$ cat src/nfcfe_pkg.sv
// shared types, register map, command codes and reset values of the nfc front end registers
package nfcfe_pkg;

    localparam int FIFO_DEPTH_DEF = 64;
    localparam int MEM_LEN        = 25;
    localparam int CTRL_PUSH_LEN  = 10;

    localparam logic [5:0] A_COMMAND    = 6'h01;
    localparam logic [5:0] A_COMIRQ     = 6'h04;
    localparam logic [5:0] A_DIVIRQ     = 6'h05;
    localparam logic [5:0] A_ERROR      = 6'h06;
    localparam logic [5:0] A_STATUS1    = 6'h07;
    localparam logic [5:0] A_STATUS2    = 6'h08;
    localparam logic [5:0] A_FIFODATA   = 6'h09;
    localparam logic [5:0] A_FIFOLEVEL  = 6'h0A;
    localparam logic [5:0] A_CONTROL    = 6'h0C;
    localparam logic [5:0] A_BITFRAMING = 6'h0D;
    localparam logic [5:0] A_MODE       = 6'h11;
    localparam logic [5:0] A_TXCONTROL  = 6'h14;
    localparam logic [5:0] A_CRCMSB     = 6'h21;
    localparam logic [5:0] A_CRCLSB     = 6'h22;

    localparam logic [3:0] CMD_HALT     = 4'h0;
    localparam logic [3:0] CMD_MEM      = 4'h1;
    localparam logic [3:0] CMD_RANDID   = 4'h2;
    localparam logic [3:0] CMD_CRC      = 4'h3;
    localparam logic [3:0] CMD_SEND     = 4'h4;
    localparam logic [3:0] CMD_NOCHANGE = 4'h7;
    localparam logic [3:0] CMD_RECV     = 4'h8;
    localparam logic [3:0] CMD_XCHG     = 4'hC;
    localparam logic [3:0] CMD_RESET    = 4'hF;

    localparam logic [5:0] COMMAND_RST = 6'h20;
    localparam logic [7:0] MODE_RST    = 8'h3F;
    localparam logic [7:0] TXCTL_RST   = 8'h80;

    typedef enum logic [3:0] {
        DP_NONE,
        DP_ACCEPT,
        DP_LATCH,
        DP_WRITE,
        DP_RDCAP,
        DP_PUSH,
        DP_POPWR,
        DP_CRCSTEP,
        DP_CRCDONE
    } dp_op_t;

    typedef struct packed {
        dp_op_t op;
        logic   walk;
    } dp_cmd_t;

    typedef struct packed {
        logic       pend;
        logic [5:0] addr;
        logic [7:0] byte_val;
        logic [3:0] code;
        logic       cnt_zero;
        logic       push_last;
        logic       pop_done;
        logic       crc_last;
    } dp_stat_t;

    // power-up value of a register kept in the register memory
    function automatic logic [7:0] reg_default(input logic [5:0] a);
        logic [7:0] v;
        unique case (a)
            6'h15:   v = 8'h40;
            6'h18:   v = 8'h84;
            6'h19:   v = 8'h4D;
            6'h1F:   v = 8'hEB;
            6'h26:   v = 8'h48;
            6'h27:   v = 8'h88;
            6'h37:   v = 8'h82;
            default: v = 8'h00;
        endcase
        return v;
    endfunction

    function automatic logic [15:0] crc_preset(input logic [1:0] sel);
        logic [15:0] v;
        unique case (sel)
            2'd0:    v = 16'h0000;
            2'd1:    v = 16'h6363;
            2'd2:    v = 16'hA671;
            default: v = 16'hFFFF;
        endcase
        return v;
    endfunction

endpackage

$ cat src/nfcfe_ctrl.sv
// controller state machine of the nfc front end registers
module nfcfe_ctrl
    import nfcfe_pkg::*;
(
    input  logic     aclk,
    input  logic     aresetn,
    input  logic     s_valid,
    output logic     s_ready,
    output logic     m_valid,
    input  logic     m_ready,
    input  dp_stat_t stat,
    output dp_cmd_t  cmd
);

    typedef enum logic [10:0] {
        S_IDLE    = 11'b000_0000_0001,
        S_DECODE  = 11'b000_0000_0010,
        S_RDCAP   = 11'b000_0000_0100,
        S_PUSH    = 11'b000_0000_1000,
        S_POPRD   = 11'b000_0001_0000,
        S_POPWR   = 11'b000_0010_0000,
        S_CRCRD   = 11'b000_0100_0000,
        S_CRCSTEP = 11'b000_1000_0000,
        S_CRCDONE = 11'b001_0000_0000,
        S_OUT     = 11'b010_0000_0000,
        S_SPARE   = 11'b100_0000_0000
    } state_t;

    state_t state_reg, state_next;

    always_comb begin
        state_next = state_reg;
        cmd.op     = DP_NONE;
        cmd.walk   = 1'b0;
        s_ready    = 1'b0;
        m_valid    = 1'b0;
        unique case (state_reg)
            S_IDLE: begin
                s_ready = 1'b1;
                if (s_valid) begin
                    cmd.op     = DP_ACCEPT;
                    state_next = S_DECODE;
                end
            end
            S_DECODE: begin
                if (stat.pend) begin
                    cmd.op     = DP_WRITE;
                    state_next = S_OUT;
                    if (stat.addr == A_COMMAND) begin
                        if (stat.code == CMD_MEM) begin
                            state_next = stat.cnt_zero ? S_PUSH : S_POPRD;
                        end else if (stat.code == CMD_CRC) begin
                            state_next = stat.cnt_zero ? S_CRCDONE : S_CRCRD;
                        end
                    end else if (stat.addr == A_CONTROL && stat.byte_val[5]) begin
                        state_next = S_PUSH;
                    end
                end else if (stat.byte_val[7]) begin
                    state_next = S_RDCAP;
                end else begin
                    cmd.op     = DP_LATCH;
                    state_next = S_IDLE;
                end
            end
            S_RDCAP: begin
                cmd.op     = DP_RDCAP;
                state_next = S_OUT;
            end
            S_PUSH: begin
                cmd.op = DP_PUSH;
                if (stat.push_last) begin
                    state_next = S_OUT;
                end
            end
            S_POPRD: begin
                state_next = stat.pop_done ? S_OUT : S_POPWR;
            end
            S_POPWR: begin
                cmd.op     = DP_POPWR;
                state_next = S_POPRD;
            end
            S_CRCRD: begin
                cmd.walk   = 1'b1;
                state_next = S_CRCSTEP;
            end
            S_CRCSTEP: begin
                cmd.op     = DP_CRCSTEP;
                cmd.walk   = 1'b1;
                state_next = stat.crc_last ? S_CRCDONE : S_CRCRD;
            end
            S_CRCDONE: begin
                cmd.op     = DP_CRCDONE;
                state_next = S_OUT;
            end
            S_OUT: begin
                m_valid = 1'b1;
                if (m_ready) begin
                    state_next = S_IDLE;
                end
            end
            default: begin
                state_next = S_IDLE;
            end
        endcase
    end

    always_ff @(posedge aclk) begin
        if (!aresetn) begin
            state_reg <= S_IDLE;
        end else begin
            state_reg <= state_next;
        end
    end

endmodule

$ cat src/nfcfe_dp.sv
// datapath of the nfc front end registers: register file, fifo, memory buffer, crc
module nfcfe_dp
    import nfcfe_pkg::*;
#(
    parameter int FIFO_DEPTH = FIFO_DEPTH_DEF
) (
    input  logic       aclk,
    input  logic       aresetn,
    input  logic [7:0] host_byte,
    input  dp_cmd_t    cmd,
    output dp_stat_t   stat,
    output logic [7:0] reply_byte
);

    localparam int PW = (FIFO_DEPTH > 1) ? $clog2(FIFO_DEPTH) : 1;
    localparam int CW = $clog2(FIFO_DEPTH + 1);
    localparam int TW = CW + 1;
    localparam int IW = (CW > 5) ? CW : 5;
    localparam logic [PW-1:0] PMAX  = PW'(FIFO_DEPTH - 1);
    localparam logic [TW-1:0] DEPTH_T = TW'(FIFO_DEPTH);
    localparam logic [CW-1:0] DEPTH_C = CW'(FIFO_DEPTH);

    logic [7:0]    byte_reg, byte_next;
    logic          pend_reg, pend_next;
    logic [5:0]    paddr_reg, paddr_next;
    logic [7:0]    reply_reg, reply_next;
    logic [5:0]    cmdr_reg, cmdr_next;
    logic [6:0]    comirq_reg, comirq_next;
    logic [6:0]    divirq_reg, divirq_next;
    logic          ovfl_reg, ovfl_next;
    logic [4:0]    ctrl_reg, ctrl_next;
    logic [7:0]    mode_reg, mode_next;
    logic [7:0]    txctl_reg, txctl_next;
    logic [7:0]    crcmsb_reg, crcmsb_next;
    logic [7:0]    crclsb_reg, crclsb_next;
    logic [PW-1:0] head_reg, head_next;
    logic [CW-1:0] cnt_reg, cnt_next;
    logic [PW-1:0] wptr_reg, wptr_next;
    logic [IW-1:0] idx_reg, idx_next;
    logic [4:0]    plen_reg, plen_next;
    logic [15:0]   crc_reg, crc_next;
    logic [63:0]   vld_reg, vld_next;

    logic [7:0]    fifo_mem [FIFO_DEPTH];
    logic [7:0]    fifo_rd_reg;
    logic [7:0]    reg_mem [64];
    logic [7:0]    reg_rd_reg;
    logic [7:0]    mbuf_reg [MEM_LEN];

    logic          fifo_we;
    logic [PW-1:0] fifo_wa;
    logic [7:0]    fifo_wd;
    logic          rm_we;
    logic [7:0]    rm_wd;
    logic          mb_we;
    logic [7:0]    mb_wd;
    logic          push_req;
    logic [7:0]    push_val;
    logic          pop_req;
    logic [TW-1:0] tail_sum;
    logic [PW-1:0] tail;
    logic [3:0]    code_eff;
    logic [31:0]   cnt32;
    logic [7:0]    ch;
    logic [15:0]   crc_step;

    function automatic logic [PW-1:0] ptr_inc(input logic [PW-1:0] p);
        return (p == PMAX) ? '0 : p + 1'b1;
    endfunction

    always_comb begin
        tail_sum = TW'(head_reg) + TW'(cnt_reg);
        if (tail_sum >= DEPTH_T) begin
            tail_sum = tail_sum - DEPTH_T;
        end
        tail = tail_sum[PW-1:0];
    end

    assign code_eff = (byte_reg[3:0] == CMD_NOCHANGE) ? cmdr_reg[3:0] : byte_reg[3:0];
    assign cnt32    = 32'(cnt_reg);

    // iso14443 crc, one byte
    always_comb begin
        ch       = fifo_rd_reg ^ crc_reg[7:0];
        ch       = ch ^ {ch[3:0], 4'b0000};
        crc_step = {8'h00, crc_reg[15:8]} ^ {ch, 8'h00} ^ {5'b0, ch, 3'b000}
                   ^ {12'h000, ch[7:4]};
    end

    always_comb begin
        byte_next   = byte_reg;
        pend_next   = pend_reg;
        paddr_next  = paddr_reg;
        reply_next  = reply_reg;
        cmdr_next   = cmdr_reg;
        comirq_next = comirq_reg;
        divirq_next = divirq_reg;
        ovfl_next   = ovfl_reg;
        ctrl_next   = ctrl_reg;
        mode_next   = mode_reg;
        txctl_next  = txctl_reg;
        crcmsb_next = crcmsb_reg;
        crclsb_next = crclsb_reg;
        head_next   = head_reg;
        cnt_next    = cnt_reg;
        wptr_next   = wptr_reg;
        idx_next    = idx_reg;
        plen_next   = plen_reg;
        crc_next    = crc_reg;
        vld_next    = vld_reg;
        rm_we       = 1'b0;
        rm_wd       = byte_reg;
        mb_we       = 1'b0;
        mb_wd       = fifo_rd_reg;
        push_req    = 1'b0;
        push_val    = byte_reg;
        pop_req     = 1'b0;

        case (cmd.op)
            DP_ACCEPT: begin
                byte_next = host_byte;
            end
            DP_LATCH: begin
                pend_next  = 1'b1;
                paddr_next = byte_reg[5:0];
            end
            DP_WRITE: begin
                pend_next  = 1'b0;
                reply_next = {2'b00, paddr_reg};
                idx_next   = '0;
                wptr_next  = head_reg;
                crc_next   = crc_preset(mode_reg[1:0]);
                plen_next  = 5'(MEM_LEN - 1);
                unique case (paddr_reg)
                    A_COMMAND: begin
                        unique case (code_eff)
                            CMD_MEM, CMD_RANDID: begin
                                cmdr_next = {byte_reg[5:4], CMD_HALT};
                            end
                            CMD_SEND: begin
                                cnt_next    = '0;
                                comirq_next = comirq_reg | 7'h50;
                                cmdr_next   = {byte_reg[5:4], CMD_HALT};
                            end
                            CMD_RESET: begin
                                cmdr_next   = COMMAND_RST;
                                comirq_next = '0;
                                divirq_next = '0;
                                ovfl_next   = 1'b0;
                                ctrl_next   = '0;
                                mode_next   = MODE_RST;
                                txctl_next  = TXCTL_RST;
                                crcmsb_next = '0;
                                crclsb_next = '0;
                                cnt_next    = '0;
                                vld_next    = '0;
                            end
                            default: begin
                                cmdr_next = {byte_reg[5:4], code_eff};
                            end
                        endcase
                    end
                    A_COMIRQ: begin
                        comirq_next = byte_reg[7] ? (comirq_reg | byte_reg[6:0])
                                                  : (comirq_reg & ~byte_reg[6:0]);
                    end
                    A_DIVIRQ: begin
                        divirq_next = byte_reg[7] ? (divirq_reg | byte_reg[6:0])
                                                  : (divirq_reg & ~byte_reg[6:0]);
                    end
                    A_ERROR, A_STATUS1, A_STATUS2: begin
                    end
                    A_FIFODATA: begin
                        push_req = 1'b1;
                    end
                    A_FIFOLEVEL: begin
                        if (byte_reg[7]) begin
                            cnt_next  = '0;
                            ovfl_next = 1'b0;
                        end
                    end
                    A_CONTROL: begin
                        if (byte_reg[6]) begin
                            comirq_next[0] = 1'b1;
                        end
                        ctrl_next = byte_reg[4:0];
                        plen_next = 5'(CTRL_PUSH_LEN - 1);
                    end
                    A_BITFRAMING: begin
                        rm_we              = 1'b1;
                        rm_wd              = {1'b0, byte_reg[6:0]};
                        vld_next[paddr_reg] = 1'b1;
                        if (byte_reg[7] && cmdr_reg[3:0] == CMD_XCHG) begin
                            cnt_next = '0;
                            if (txctl_reg[1:0] != 2'b00) begin
                                comirq_next[6] = 1'b1;
                            end
                        end
                    end
                    A_MODE:      mode_next   = byte_reg;
                    A_TXCONTROL: txctl_next  = byte_reg;
                    A_CRCMSB:    crcmsb_next = byte_reg;
                    A_CRCLSB:    crclsb_next = byte_reg;
                    default: begin
                        rm_we               = 1'b1;
                        vld_next[paddr_reg] = 1'b1;
                    end
                endcase
            end
            DP_RDCAP: begin
                unique case (byte_reg[5:0])
                    A_FIFODATA: begin
                        reply_next = (cnt_reg == '0) ? 8'h00 : fifo_rd_reg;
                        pop_req    = (cnt_reg != '0);
                    end
                    A_FIFOLEVEL: reply_next = (cnt32 > 32'd255) ? 8'hFF : cnt32[7:0];
                    A_STATUS1: begin
                        reply_next = (crcmsb_reg == '0 && crclsb_reg == '0) ? 8'h60 : 8'h20;
                    end
                    A_STATUS2: begin
                        reply_next = (cmdr_reg[3:0] == CMD_XCHG ||
                                      cmdr_reg[3:0] == CMD_RECV) ? 8'h05 : 8'h00;
                    end
                    A_COMMAND:   reply_next = {2'b00, cmdr_reg};
                    A_COMIRQ:    reply_next = {1'b0, comirq_reg};
                    A_DIVIRQ:    reply_next = {1'b0, divirq_reg};
                    A_ERROR:     reply_next = {3'b000, ovfl_reg, 4'h0};
                    A_CONTROL:   reply_next = {3'b000, ctrl_reg};
                    A_MODE:      reply_next = mode_reg;
                    A_TXCONTROL: reply_next = txctl_reg;
                    A_CRCMSB:    reply_next = crcmsb_reg;
                    A_CRCLSB:    reply_next = crclsb_reg;
                    default: begin
                        reply_next = vld_reg[byte_reg[5:0]] ? reg_rd_reg
                                                           : reg_default(byte_reg[5:0]);
                    end
                endcase
            end
            DP_PUSH: begin
                push_req = 1'b1;
                push_val = mbuf_reg[idx_reg[4:0]];
                idx_next = idx_reg + 1'b1;
            end
            DP_POPWR: begin
                mb_we    = 1'b1;
                pop_req  = 1'b1;
                idx_next = idx_reg + 1'b1;
            end
            DP_CRCSTEP: begin
                crc_next  = crc_step;
                wptr_next = ptr_inc(wptr_reg);
                idx_next  = idx_reg + 1'b1;
            end
            DP_CRCDONE: begin
                crcmsb_next    = crc_reg[15:8];
                crclsb_next    = crc_reg[7:0];
                cnt_next       = '0;
                divirq_next[2] = 1'b1;
            end
            default: begin
            end
        endcase

        // fifo write side, overflow drops the beat
        fifo_we = 1'b0;
        fifo_wa = tail;
        fifo_wd = push_val;
        if (push_req) begin
            if (cnt_reg < DEPTH_C) begin
                fifo_we  = 1'b1;
                cnt_next = cnt_reg + 1'b1;
            end else begin
                ovfl_next = 1'b1;
            end
        end
        if (pop_req) begin
            head_next = ptr_inc(head_reg);
            cnt_next  = cnt_reg - 1'b1;
        end
    end

    always_ff @(posedge aclk) begin
        if (fifo_we) begin
            fifo_mem[fifo_wa] <= fifo_wd;
        end
        fifo_rd_reg <= fifo_mem[cmd.walk ? wptr_reg : head_reg];
    end

    always_ff @(posedge aclk) begin
        if (rm_we) begin
            reg_mem[paddr_reg] <= rm_wd;
        end
        reg_rd_reg <= reg_mem[byte_reg[5:0]];
    end

    always_ff @(posedge aclk) begin
        if (!aresetn) begin
            for (int i = 0; i < MEM_LEN; i++) begin
                mbuf_reg[i] <= '0;
            end
        end else if (mb_we) begin
            mbuf_reg[idx_reg[4:0]] <= mb_wd;
        end
    end

    always_ff @(posedge aclk) begin
        if (!aresetn) begin
            pend_reg   <= 1'b0;
            paddr_reg  <= '0;
            cmdr_reg   <= COMMAND_RST;
            comirq_reg <= '0;
            divirq_reg <= '0;
            ovfl_reg   <= 1'b0;
            ctrl_reg   <= '0;
            mode_reg   <= MODE_RST;
            txctl_reg  <= TXCTL_RST;
            crcmsb_reg <= '0;
            crclsb_reg <= '0;
            head_reg   <= '0;
            cnt_reg    <= '0;
            vld_reg    <= '0;
        end else begin
            pend_reg   <= pend_next;
            paddr_reg  <= paddr_next;
            cmdr_reg   <= cmdr_next;
            comirq_reg <= comirq_next;
            divirq_reg <= divirq_next;
            ovfl_reg   <= ovfl_next;
            ctrl_reg   <= ctrl_next;
            mode_reg   <= mode_next;
            txctl_reg  <= txctl_next;
            crcmsb_reg <= crcmsb_next;
            crclsb_reg <= crclsb_next;
            head_reg   <= head_next;
            cnt_reg    <= cnt_next;
            vld_reg    <= vld_next;
        end
    end

    always_ff @(posedge aclk) begin
        byte_reg  <= byte_next;
        reply_reg <= reply_next;
        wptr_reg  <= wptr_next;
        idx_reg   <= idx_next;
        plen_reg  <= plen_next;
        crc_reg   <= crc_next;
    end

    assign stat.pend      = pend_reg;
    assign stat.addr      = paddr_reg;
    assign stat.byte_val  = byte_reg;
    assign stat.code      = code_eff;
    assign stat.cnt_zero  = (cnt_reg == '0);
    assign stat.push_last = (idx_reg[4:0] == plen_reg);
    assign stat.pop_done  = (idx_reg == IW'(MEM_LEN)) || (cnt_reg == '0);
    assign stat.crc_last  = (idx_reg == IW'(cnt_reg) - 1'b1);
    assign reply_byte     = reply_reg;

endmodule

$ cat src/nfc_frontend_register_unit.sv
// top level of the nfc front end host register unit
// a read beat passes the decode, read capture and reply states; a data write beat passes decode and reply
// command/control writes add a walk before the reply: mem push, control push, mem pop
//   (fifo to memory buffer) or calccrc over the fifo bytes (single-port fifo read)
// one beat in flight; next beat taken after decode of an address beat, else after the reply
// sync reset restores power-up values, empties fifo, clears memory buffer (softreset keeps it)
module nfc_frontend_register_unit
    import nfcfe_pkg::*;
#(
    parameter int FIFO_DEPTH = FIFO_DEPTH_DEF
) (
    input  logic       aclk,
    input  logic       aresetn,
    input  logic       s_valid,
    output logic       s_ready,
    input  logic [7:0] s_host_byte,
    output logic       m_valid,
    input  logic       m_ready,
    output logic [7:0] m_reply_byte
);

    // command and status between the sequencer and the datapath
    dp_cmd_t  dp_cmd;
    dp_stat_t dp_stat;

    // sequencer: decode of the host beat, mem/crc walks, reply handshake
    nfcfe_ctrl u_ctrl (
        .aclk    (aclk),
        .aresetn (aresetn),
        .s_valid (s_valid),
        .s_ready (s_ready),
        .m_valid (m_valid),
        .m_ready (m_ready),
        .stat    (dp_stat),
        .cmd     (dp_cmd)
    );

    // storage: register file, byte fifo, memory buffer, crc engine
    nfcfe_dp #(
        .FIFO_DEPTH (FIFO_DEPTH)
    ) u_dp (
        .aclk       (aclk),
        .aresetn    (aresetn),
        .host_byte  (s_host_byte),
        .cmd        (dp_cmd),
        .stat       (dp_stat),
        .reply_byte (m_reply_byte)
    );

endmodule
$ cat config.mk
export PLATFORM = sky130hd
export DESIGN_NAME = nfc_frontend_register_unit
export DESIGN_NICKNAME = d
export VERILOG_FILES = /design/src/nfcfe_pkg.sv /design/src/nfcfe_ctrl.sv /design/src/nfcfe_dp.sv /design/src/nfc_frontend_register_unit.sv
export SDC_FILE = /design/constraint.sdc
export NUM_CORES = 2
export LEC_CHECK = 0
export ABC_AREA = 1
export BUFFER_PORTS_ARGS = -buffer_cell sky130_fd_sc_hd__buf_4
export CAP_MARGIN = 20
export CELL_PAD_IN_SITES_DETAIL_PLACEMENT = 1
export CELL_PAD_IN_SITES_GLOBAL_PLACEMENT = 2
export CORE_MARGIN = 1.5
export CORE_UTILIZATION = 39
export DETAILED_ROUTE_END_ITERATION = 6
export PLACE_DENSITY = 0.84
export SYNTH_ARGS = -nofsm -noshare
export SYNTH_HDL_FRONTEND = slang
export SYNTH_SLANG_ARGS = --single-unit
export TNS_END_PERCENT = 100
$ cat constraint.sdc
create_clock -name aclk -period 4.94 [get_ports aclk]
set_input_delay 0.494 -clock aclk [delete_from_list [all_inputs] [get_ports aclk]]
set_output_delay 0.494 -clock aclk [all_outputs]
set_load 0.05 [all_outputs]
# After elaboration in Yosys (flattened, before gate mapping)
# Memories as Yosys holds them, arrays and structs flattened. A register that Yosys moved wholly into a read port is not among the register bits.
# Index checks and enable logic that the tools add are counted.
dict set report op_classes {
  addsub 7
  order_cmp 6
  eq_ne 80
  mux 108
  n_bitwise 12
  n_reduce_logical 46
}
# op n
set ops {}
lappend ops {{64-bit case mux with 2 select lines} 1}
lappend ops {{8-bit case mux with 2 select lines} 7}
lappend ops {{8-bit case mux with 13 select lines} 1}
lappend ops {{11-bit case mux with 9 select lines} 1}
lappend ops {{8-bit two-way mux} 10}
lappend ops {{11-bit two-way mux} 7}
lappend ops {{7-bit two-way mux} 10}
lappend ops {{64-bit two-way mux} 1}
lappend ops {{64-bit bitwise OR} 1}
lappend ops {{7-bit case mux with 2 select lines} 4}
lappend ops {{8-bit case mux with 7 select lines} 1}
lappend ops {{6-bit by 4-bit equality test with 1-bit output (second input constant)} 9}
lappend ops {{6-bit equality test (second input constant)} 9}
lappend ops {{6-bit by 3-bit equality test with 1-bit output (second input constant)} 8}
lappend ops {{6-bit by 5-bit equality test with 1-bit output (second input constant)} 8}
lappend ops {{16-bit case mux with 3 select lines} 1}
lappend ops {{16-bit case mux with 2 select lines} 1}
lappend ops {{1-bit two-way mux} 30}
lappend ops {{3-bit AND reduction} 10}
lappend ops {{4-bit case mux with 7 select lines} 1}
lappend ops {{5-bit two-way mux} 5}
lappend ops {{4-bit by 3-bit equality test with 1-bit output (second input constant)} 6}
lappend ops {{6-bit two-way mux} 4}
lappend ops {{6-bit case mux with 2 select lines} 2}
lappend ops {{other kinds (68)} 121}
dict set report totals {
  register_bits 203
  mem_bits_rw 1224
  in_bits 12
  output_inout_bits 10
  n_memories 3
}
# memory words word_bits read_ports rd_ports_with_merged_regs wr line
set mem_list {}
lappend mem_list {u_dp.fifo_mem 64 8 1 1 1 nfcfe_dp.sv:44} ;# logic [7:0] fifo_mem [FIFO_DEPTH];
lappend mem_list {u_dp.reg_mem 64 8 1 1 1 nfcfe_dp.sv:46} ;# logic [7:0] reg_mem [64];
lappend mem_list {u_dp.mbuf_reg 25 8 1 1 25 nfcfe_dp.sv:48} ;# logic [7:0] mbuf_reg [MEM_LEN];

# Longest topological paths before layout
dict set report logic_depth {
  depth_word 10
  depth_mapped 16
  ltp_nobuf 15
}

# By module
# A second synthesis with hierarchy kept.
dict set report hier_totals {
  hier_cells 5416
  area_unflattened_um2 62414.9
}
# mod n_inst cells_each area_per_inst_um2 seq_area_each_um2
set modules_own_cells {}
lappend modules_own_cells {nfcfe_dp 1 5274 61570.3 43111.3}
lappend modules_own_cells {nfcfe_ctrl 1 142 844.6 200.2}

# Worst setup path after synthesis
# OpenSTA, ideal clock, no wires.
dict set report synth_timing {
  kind {flip-flop to flip-flop}
  from {register u_dp.byte_reg[4]}
  to {memory u_dp.fifo_mem[0][4] (data pin)}
  arrival_time_ns 4.145
  setup_slack_ns 0.093
  stages_incl_launch_ff 5
  n_path_buf 2
  synth_period_minus_slack_ns 4.847
  cell_sequence {edfxtp_1 -> buf_2 -> inv_1 -> buf_2 -> o21ai_0}
}
dict set report synth_between {
  elab_chain_cells 1
}
# element line
set synth_rtl {}
lappend synth_rtl {{from (decl)} nfcfe_dp.sv:23} ;# logic [7:0] byte_reg, byte_next;
lappend synth_rtl {{from (signal assigned)} nfcfe_dp.sv:341} ;# byte_reg <= byte_next;
lappend synth_rtl {{8-bit two-way mux} nfcfe_dp.sv:119} ;# case (cmd.op)
lappend synth_rtl {{named net u_dp.fifo_wd[4]} nfcfe_dp.sv:52} ;# logic [7:0] fifo_wd;
lappend synth_rtl {{to (decl)} nfcfe_dp.sv:44}
# The timed path passes the listed nets, and every way through them passes these cells.

# Final worst setup path
dict set report layout_timing {
  from {register u_ctrl.state_reg[9]}
  to {memory u_dp.fifo_mem[48][0], enable pin}
}
dict set report layout_between {
  elab_chain_cells 7
  elab_cells_between_ends 14
}
# element line
set layout_rtl {}
lappend layout_rtl {{from (decl)} nfcfe_ctrl.sv:29} ;# state_t state_reg, state_next;
lappend layout_rtl {{from (signal assigned)} nfcfe_ctrl.sv:111} ;# state_reg <= state_next;
lappend layout_rtl {{11-bit by 9-bit equality test with 1-bit output, or another cell as far along} nfcfe_ctrl.sv:37} ;# unique case (state_reg)
lappend layout_rtl {{4-bit case mux with 7 select lines *} nfcfe_ctrl.sv:37}
lappend layout_rtl {{4-bit by 3-bit equality test with 1-bit output or 4-bit by 2-bit equality test with 1-bit output (tied branches)} nfcfe_dp.sv:119}
lappend layout_rtl {{1-bit case mux with 2 select lines *} nfcfe_dp.sv:119}
lappend layout_rtl {{1-bit two-way mux *} nfcfe_dp.sv:268} ;# if (push_req) begin
lappend layout_rtl {{1-bit two-way mux *} nfcfe_dp.sv:283} ;# if (fifo_we) begin
lappend layout_rtl {{1-bit two-way mux (not written as such) *} nfcfe_dp.sv:284} ;# fifo_mem[fifo_wa] <= fifo_wd;
# Every way passes the cells marked *; elsewhere a longest branch is shown, timed or not.

==> reports/qor.txt <==
Run status = complete, no violations
Setup TNS = 0 ns
Wirelength per Cell = 24.1 µm
Nets@finish = 5,992
Sequential fraction of the synthesis area = 67.5%
Number of global-route vias before repair = 47,100
Critical Path End Type = register
Slew margin rel. = 20.7%
Max rail drop VDD = 0.000359 V
Register bit total from synthesis = 1,500
Worst-margin pin slew = 1.18 ns
Drt pass-1 iters = 6
Async set or reset register ratio after synthesis = 0%
Wire length of the first global-routing pass = 299 mm
Die Span X = 409 µm
Layout area overhead = 13.5%
Synth Cell Area = 0.0641 mm²
Critical path arrival = 4.43 ns
TritonCTS Buffers = 162
Routed Antenna Nets = 0
Rows = 148
# H-tree levels = 4
Skew-Pair Late Insertion Delay = 0.83 ns
Critical Path Start Type = register
PortBufs = 21
Clock-pin slew on the worst setup and hold paths = 0.06 ns
Via count = 46,200
GR Util All Layers = 23.5%
Post-synthesis cell type count = 57
Detailed placer's ending HPWL = 122 mm
Routed wire length = 200 mm
Ant. Diodes = 0
FMAX = 249 MHz
Initial Utilization = 39.4%
Core Region = 0.163 mm²
FILL cells = 17,600
Worst hold margin = 0.147 ns
Most frequent cells in the layout = edfxtp_1, nand2_1, inv_1, nand3_1, nor2_1
Max-cap violations = 0
Final Hold Vio Count = 0
Post-synth EDFFs = 1,327
Layout cells sized above 1 = 7.50%
Root Buffer = clkbuf_16
I/O pins = 22
Worst EP required = 5.36 ns
Largest net degree at the start of global routing = 185
Die extent in y = 409 µm
GP Congestion = 0.879
Die area = 0.167 mm²
Gr ovfl total = 0
Final Cycle Share = 81.2%
Initial antenna violation count = 2
Clock skew = 0.0587 ns
Syn avg cell area = 10.9 µm²
Most common cell after layout, fill and taps aside = edfxtp_1
Yosys warns = 0
Setup bufs post-CTS = 0
Clock buffer depth = 3
Crit path time final = 4.01 ns
Final Max Slew Viols = 0
Unrepaired setup endpoints after global routing = no
WS Path Type = reg2reg
# DRC = 0
Slowest stage cell, crit path = nor2_1
Crit-path cells = inv_1 -> nand2_2 -> inv_1 -> nand2_1 -> nor3_2 -> nand2_1 -> inv_1 -> a21oi_1 -> nor2_2 -> inv_1 -> nor2_2 -> nand2_1 -> nor2_1
Synth Flop Type = edfxtp_1
Initial drt markers = 4,236
Crit path top cell by count = inv_1
CTS tree = built
Syn Inst Count = 5,879
Worst path max stage delay = 0.76 ns
Setup violations, final = 0
PwrDens = 397 mW/mm²
DR vias/cell = 5.57
Crit-path max FO = 11
Total leakage power = 0.0264 µW
Clock Sinks = 1,500
Min-delay worst type = in2reg
[critical path: cells and delay by family, from the launching register on]
family | cells | cell delay, ns
buf+inv | 4 | 0.68
flops | 1 | 0.30
compound gates | 1 | 0.09
simple gates | 8 | 2.51
[layer usage]
layer | GRT usage (%) | routed length, µm | part of all wire, % | up-vias
met5 | 0 | 0 | 0 | -
met4 | 7.05 | 5400 | 2.7 | 0
met3 | 3.76 | 12500 | 6.3 | 325
met2 | 38.4 | 95000 | 48 | 1552
met1 | 32.2 | 86900 | 44 | 23600
li1 | - | - | - | 20700
[final timing paths]
kind | from | to | slack (ns) | depth (start not counted)
max | u_ctrl.state_reg[9] | u_dp.fifo_mem[48][0] | 0.93 | 13
min | m_ready | u_ctrl.state_reg[9] | 0.15 | 4
max reg2reg | u_ctrl.state_reg[9] | u_dp.fifo_mem[48][0] | 0.93 | 13
min reg2reg | u_dp.vld_reg[8] | u_dp.vld_reg[8] | 0.44 | 2
[cell families after synthesis]
family | Yosys count | share of synthesized area (%)
and+or+nand+nor | 2333 | 15.9
AOI/OAI and AO/OA | 976 | 9.43
xor gates and xnor gates | 39 | 0.532
adders and majority gates | 14 | 0.285
buffers and inverters | 1016 | 6.33
other | 1 | 0.00585
DFF | 1500 | 67.5
[cells in the mapped netlist, types with 19 or more instances]
master	count	area [µm²]
edfxtp_1	1327	39800
nand2_1	858	3220
inv_1	660	2480
nand3_1	618	3090
nor2_1	609	2290
o21ai_0	265	1330
a21oi_1	257	1290
a22oi_1	246	1850
clkbuf_1	187	702
dfxtp_1	173	3460
buf_2	92	460
nand4_1	70	438
o221ai_1	57	499
nand3b_1	56	420
o22ai_1	56	350
nor3_1	48	240
nor4_1	33	206
buf_4	23	173
o31ai_1	22	165
xor2_1	20	175
clkinv_1	19	71.3
xnor2_1	19	166
[cell type report]
| type | instances | area [µm²] | area share, % |
|---|---|---|---|
| clock buffers | 191 | 4210 | 5.78 |
| repair buffers | 139 | 1310 | 1.79 |
| flip-flops and latches | 1500 | 43300 | 59.5 |
| inverters | 697 | 2620 | 3.60 |
| multi-input cells | 3466 | 17400 | 23.9 |
| well taps | 2175 | 2720 | 3.74 |
| clock inverters | 113 | 1240 | 1.70 |
[repair_timing]
action	CTS	global route
resized for setup	0	0
hold endpoints to repair	12	0
hold buffers	9	0
[report_power, final]
group,internal [µW],leakage (µW),switching [µW]
Clock,7080,0.00263,5330
Combinational,451,0.0101,1710
Sequential,14200,0.0136,105
[through the flow]
stage | setup WS, ns | total power (µW) | cells | cell area [µm²] | utilization (%)
floorplan | 0.0930 | 15700 | 5982 | 64500 | -
global placement | 1.09 | 16700 | 7963 | 67200 | 41.3
detailed placement | 0.985 | 16700 | 7966 | 67300 | 41.3
CTS | 0.925 | 29100 | 8279 | 72800 | 44.7
global route | 0.612 | 29700 | 8281 | 72800 | 44.7
finish | 0.929 | 28900 | 8281 | 72800 | 44.7
Power figures use the tool's default switching activity.
